`config.mk`:
```
export PLATFORM = sky130hd
export DESIGN_NAME = lpht_ctrl
export DESIGN_NICKNAME = d
export VERILOG_FILES = /design/src/sv/lpht_pkg.sv /design/src/sv/lpht_ctrl.sv
export SDC_FILE = /design/constraint.sdc
export NUM_CORES = 1
export LEC_CHECK = 0
export BUFFER_PORTS_ARGS = -buffer_cell sky130_fd_sc_hd__buf_2
export CAP_MARGIN = 30
export CORE_AREA = 2 2 39 41
export DETAILED_ROUTE_END_ITERATION = 10
export DIE_AREA = 0 0 41 43
export PLACE_DENSITY = 0.59
export SLEW_MARGIN = 20
export SYNTH_ARGS = -nofsm -noshare
export SYNTH_HDL_FRONTEND = slang
export SYNTH_SLANG_ARGS = --single-unit
```
`constraint.sdc`:
```
create_clock -name i_clk -period 2.45 [get_ports i_clk]
set_input_delay 0.3675 -clock i_clk [delete_from_list [all_inputs] [get_ports i_clk]]
set_output_delay 0.3675 -clock i_clk [all_outputs]
set_load 0.03 [all_outputs]
```
`src/sv/lpht_pkg.sv`:
```
// ----------------------------------------------------------------------------
// lpht_pkg
// Shared types and constants for the linear probing hash table.
// ----------------------------------------------------------------------------
`default_nettype none

package lpht_pkg;

    localparam int SLOTS      = 64;
    localparam int KEY_BYTES  = 8;
    localparam int VALUE_BITS = 32;

    localparam int IDX_W    = $clog2(SLOTS);
    localparam int KEY_W    = 64;
    localparam int VAL_W    = 32;
    localparam int OCC_W    = 7;
    localparam int HANDLE_W = (VALUE_BITS < VAL_W) ? VALUE_BITS : VAL_W;
    localparam int MARK_W   = 2;
    localparam int ENTRY_W  = MARK_W + HANDLE_W + KEY_W;
    localparam int SUM_W    = 11;

    typedef enum logic [1:0] {
        OP_INSERT = 2'd0,
        OP_LOOKUP = 2'd1,
        OP_DELETE = 2'd2
    } t_op;

    typedef enum logic [1:0] {
        MARK_EMPTY = 2'd0,
        MARK_LIVE  = 2'd1,
        MARK_TOMB  = 2'd2
    } t_mark;

    typedef enum logic [1:0] {
        ST_OK        = 2'd0,
        ST_NOT_FOUND = 2'd1,
        ST_FULL      = 2'd2
    } t_status;

    typedef enum logic [2:0] {
        S_IDLE,
        S_HASH,
        S_READ,
        S_CHECK,
        S_RESULT
    } t_state;

    // controller to datapath
    typedef struct packed {
        logic    load;
        logic    hash;
        logic    step;
        logic    write;
        logic    wr_tomb;
        logic    inc;
        logic    dec;
        logic    set_res;
        t_status res_status;
        logic    res_found;
        logic    res_repl;
        logic    res_load;
    } t_dp_cmd;

    // datapath to controller
    typedef struct packed {
        logic [1:0] op;
        t_mark      mark;
        logic       key_match;
        logic       last_probe;
        logic       out_busy;
    } t_dp_stat;

    // canonical key: bytes from the first zero byte upward are cleared
    function automatic logic [KEY_W-1:0] canon_key(input logic [KEY_W-1:0] raw);
        logic [KEY_W-1:0] res;
        logic             keep;
        res  = '0;
        keep = 1'b1;
        for (int i = 0; i < 8; i++) begin
            keep = keep && (i < KEY_BYTES) && (raw[8*i +: 8] != 8'd0);
            if (keep) begin
                res[8*i +: 8] = raw[8*i +: 8];
            end
        end
        return res;
    endfunction

    function automatic logic [IDX_W-1:0] home_slot(input logic [KEY_W-1:0] k);
        logic [SUM_W-1:0] sum;
        sum = '0;
        for (int i = 0; i < 8; i++) begin
            sum = sum + SUM_W'(k[8*i +: 8]);
        end
        return IDX_W'(sum % SLOTS);
    endfunction

endpackage

`default_nettype wire

```
`src/sv/lpht_ctrl.sv`:
```
// ----------------------------------------------------------------------------
// lpht_ctrl
// Sequencer for one table operation: hash, probe loop and result hand-off.
// ----------------------------------------------------------------------------
`default_nettype none

module lpht_ctrl
    import lpht_pkg::*;
(
    input  wire logic     i_clk,
    input  wire logic     i_rst_n,
    input  wire logic     i_in_valid,
    output logic          o_in_ready,
    input  wire t_dp_stat i_stat,
    output t_dp_cmd       o_cmd
);

    t_state r_state;
    t_state n_state;

    always_ff @(posedge i_clk) begin
        if (!i_rst_n) begin
            r_state <= S_IDLE;
        end else begin
            r_state <= n_state;
        end
    end

    always_comb begin
        n_state    = r_state;
        o_cmd      = '0;
        o_cmd.res_status = ST_NOT_FOUND;
        o_in_ready = 1'b0;

        case (r_state)
            S_IDLE: begin
                o_in_ready = 1'b1;
                if (i_in_valid) begin
                    o_cmd.load = 1'b1;
                    n_state    = S_HASH;
                end
            end

            S_HASH: begin
                o_cmd.hash = 1'b1;
                case (i_stat.op)
                    OP_INSERT, OP_LOOKUP, OP_DELETE: begin
                        n_state = S_READ;
                    end
                    default: begin
                        // unused op code: no change, not found
                        o_cmd.set_res    = 1'b1;
                        o_cmd.res_status = ST_NOT_FOUND;
                        n_state          = S_RESULT;
                    end
                endcase
            end

            S_READ: begin
                n_state = S_CHECK;
            end

            S_CHECK: begin
                if (i_stat.op == OP_INSERT) begin
                    if (i_stat.mark != MARK_LIVE) begin
                        o_cmd.write      = 1'b1;
                        o_cmd.inc        = 1'b1;
                        o_cmd.set_res    = 1'b1;
                        o_cmd.res_status = ST_OK;
                        n_state          = S_RESULT;
                    end else if (i_stat.key_match) begin
                        o_cmd.write      = 1'b1;
                        o_cmd.set_res    = 1'b1;
                        o_cmd.res_status = ST_OK;
                        o_cmd.res_repl   = 1'b1;
                        n_state          = S_RESULT;
                    end else if (i_stat.last_probe) begin
                        o_cmd.set_res    = 1'b1;
                        o_cmd.res_status = ST_FULL;
                        n_state          = S_RESULT;
                    end else begin
                        o_cmd.step = 1'b1;
                        n_state    = S_READ;
                    end
                end else begin
                    if (i_stat.mark == MARK_EMPTY) begin
                        o_cmd.set_res    = 1'b1;
                        o_cmd.res_status = ST_NOT_FOUND;
                        n_state          = S_RESULT;
                    end else if (i_stat.key_match) begin
                        o_cmd.set_res = 1'b1;
                        n_state       = S_RESULT;
                        if (i_stat.mark == MARK_LIVE) begin
                            o_cmd.res_status = ST_OK;
                            if (i_stat.op == OP_LOOKUP) begin
                                o_cmd.res_found = 1'b1;
                            end else begin
                                o_cmd.write   = 1'b1;
                                o_cmd.wr_tomb = 1'b1;
                                o_cmd.dec     = 1'b1;
                            end
                        end else begin
                            // tombstone with the same key ends the search
                            o_cmd.res_status = ST_NOT_FOUND;
                        end
                    end else if (i_stat.last_probe) begin
                        o_cmd.set_res    = 1'b1;
                        o_cmd.res_status = ST_NOT_FOUND;
                        n_state          = S_RESULT;
                    end else begin
                        o_cmd.step = 1'b1;
                        n_state    = S_READ;
                    end
                end
            end

            S_RESULT: begin
                if (!i_stat.out_busy) begin
                    o_cmd.res_load = 1'b1;
                    n_state        = S_IDLE;
                end
            end

            default: begin
                n_state = S_IDLE;
            end
        endcase
    end

endmodule

`default_nettype wire

```
==> flow_summary.yaml <==
status:
  status: "completed"
cells_and_area:
  stdcell_area_sq_um: 478
  final_cells: 85
  n_antenna_cell: 0
  regArea_sq_um: 60.1
  nets: 80
  final_core_util_pct: 34.5
  mostFrequentLayoutCells: "23 x buf_2, 5 x nor2_1"
  area_delta_synth_final_pct: 48.1
  multi_input_area_sq_um: 249
  largestRegisters: "r_state: 3 flops"
  regMostFlops: "r_state"
  layout-drive-gt1-share_pct: 49.3
  filler_cell_count: 164
  largest_reg_flops: 3
  final_common_cell: "buf_2"
floorplan:
  die_w_um: 41
  die-area_sq_mm: 0.00176
  die_y_um: 43
  ioPinCount: 24
  fp-row-count: 14
  initial_core_util_pct: 23.3
  core_sq_mm: 0.00138
worst_setup_path:
  cp_top_family: "simple AND/OR/NAND/NOR gates"
  cp_slowest_stage_delay_ns: 0.41
  cp_cell_sequence: "inv_1, nor3b_1, nand3_1, nor2_1, buf_2"
  cp_num_buf_inv: 2
  cp-start-kind: "register"
  critPathMaxFanout: 7
  crit_path_end_kind: "output port"
  critPathKind: "reg -> out"
  critPathSlowestCell: "dfxtp_1"
  cp.arrival_ns: 1.70
  required_ns: 2.08
synth:
  avgSynthCellArea_sq_um: 7.51
  dominantRegCellSynth: "dfxtp_1"
  ys_warn_count: 0
  ys_ff_latch: 3
  synth_adder_area_share_pct: 0
  synth_top_family_by_area: "simple AND/OR/NAND/NOR gates"
  muxShareOfSynthArea_pct: 0
  ys_seq_area_share_pct: 18.6
  netlist_instances: 43
  synth_compound_area_share_pct: 24.8
  ys_types: 25
  syn-num-nets: 53
  synthSimpleGateAreaFrac_pct: 51.9
  syn-cell-area_sq_um: 323
  synthArstFlopShare_pct: 0
  yosysTopAreaCell: "dfxtp_1"
  synthTopCellsByArea: "dfxtp_1 19%, a2111oi_4 8.5%, nor3b_1 7.0%"
  synth_top_cell_area_share_pct: 18.6
  synth-xor-area-share_pct: 0
  synth_edf_count: 0
grt:
  grt_max_degree: 9
  grt_pass1_wl_mm: 1.25
  grt_pass1_vias: 349
  antenna_found_initial: 0
  track_usage_pct: 10.2
  grt.overflow.total: 0
placed_design:
  place_ws_ns: 0.600
  dp_hpwl_um: 700
  gp_congestion: 0.717
  dpl_cell_area_sq_um: 452
  dp.cells: 81
  port_buffers: 23
timing:
  hold_viol_final: 0
  fmax_mhz: 483
  worst_pin_slew_ns: 0.419
  max_slew_margin_pct: 72.0
  min_period_ns: 2.07
  fin_tns_setup_ns: 0
  finalCritPeriodShare_pct: 84.6
  final-max-slew-violation-count: 0
  fin_ws_ns: 0.378
  setup_viol: 0
  hold-worst-slack_ns: 0.394
  rsz0062_at_grt: "false"
  skew_ns: 0.00267
route:
  routed_wl_um: 823
  wl_per_cell_um: 9.68
  ant_nets: 0
  first_pass_iters: 2
  drc: 0
  drt_iter0_drc: 5
  viasPerCell: 4.82
  vias: 410
power_and_ir_drop:
  leakage_nw: 0.227
  peakVddDrop_mv: 0.348
  power_mw: 0.223
  power-per-cell-area_mw_per_mm2: 466
clock_network:
  cts_tree: "done"
  cts_buffers: 3
  clk_path_buf_depth: 2
  postCtsHoldBufs: 0
  cts_root_buffer: "clkbuf_4"
  clk_latency_ns: 0.23
  clk_pin_slew_worst_paths_ns: 0.03
  htree_levels: 1
  clkSinkCount: 3
  post_cts_resized: 0
  cts_setup_buffers: 0
run:
  cap_violations: 0
hold_path:
  min_path_type: "in -> reg"
## metal layers
layer  vias up  global-route usage, %  share of wire [%]
li1        210                      -                  -
met1       186                   10.9                 44
met2        14                   16.6                 49
met3         0                   4.71                6.7
met4         0                   4.00                  0
met5         -                      0                  0
## power by group
part,internal [mW],switching (mW)
clock network,0.0609,0.0236
logic,0.0289,0.0484
registers,0.0536,0.00751
total,0.143,0.0795
## cell type report
type / count / share of cell area, %
multi-input cells: 37 / 52.1
well taps: 16 / 4.19
inverters: 2 / 1.57
clock buffers: 4 / 5.50
repair buffers: 23 / 24.1
flip-flops and latches: 3 / 12.6
## Yosys cell counts, types with 2 or more instances
master,count
nor2_1,5
dfxtp_1,3
nand2_1,3
nor2b_1,3
nor3_1,3
nor3b_1,3
inv_1,2
nand2b_1,2
nand3_1,2
o21ai_0,2
## worst reg2reg max path: stages (launching register included)
cell     delay, ns
dfxtp_1       0.41
nor3b_1       0.29
nand3_1       0.14
o21ai_2       0.08
a32o_1        0.13
## cells by family (layout without fill, tap and decap cells)
family	count (synthesis)	after routing
flops	3	3
compound gates	8	8
buf+inv	3	29
simple gates	29	29
## path summary, 6_finish.rpt
kind         cells past startpoint  slack [ns]    endpoint        from
max                              5        0.38    o_cmd[6]  r_state[0]
min                              2        0.39  r_state[2]   i_stat[0]
max reg2reg                      4        1.34  r_state[2]  r_state[0]
min reg2reg                      1        0.49  r_state[0]  r_state[0]
Power figures use the tool's default switching activity.
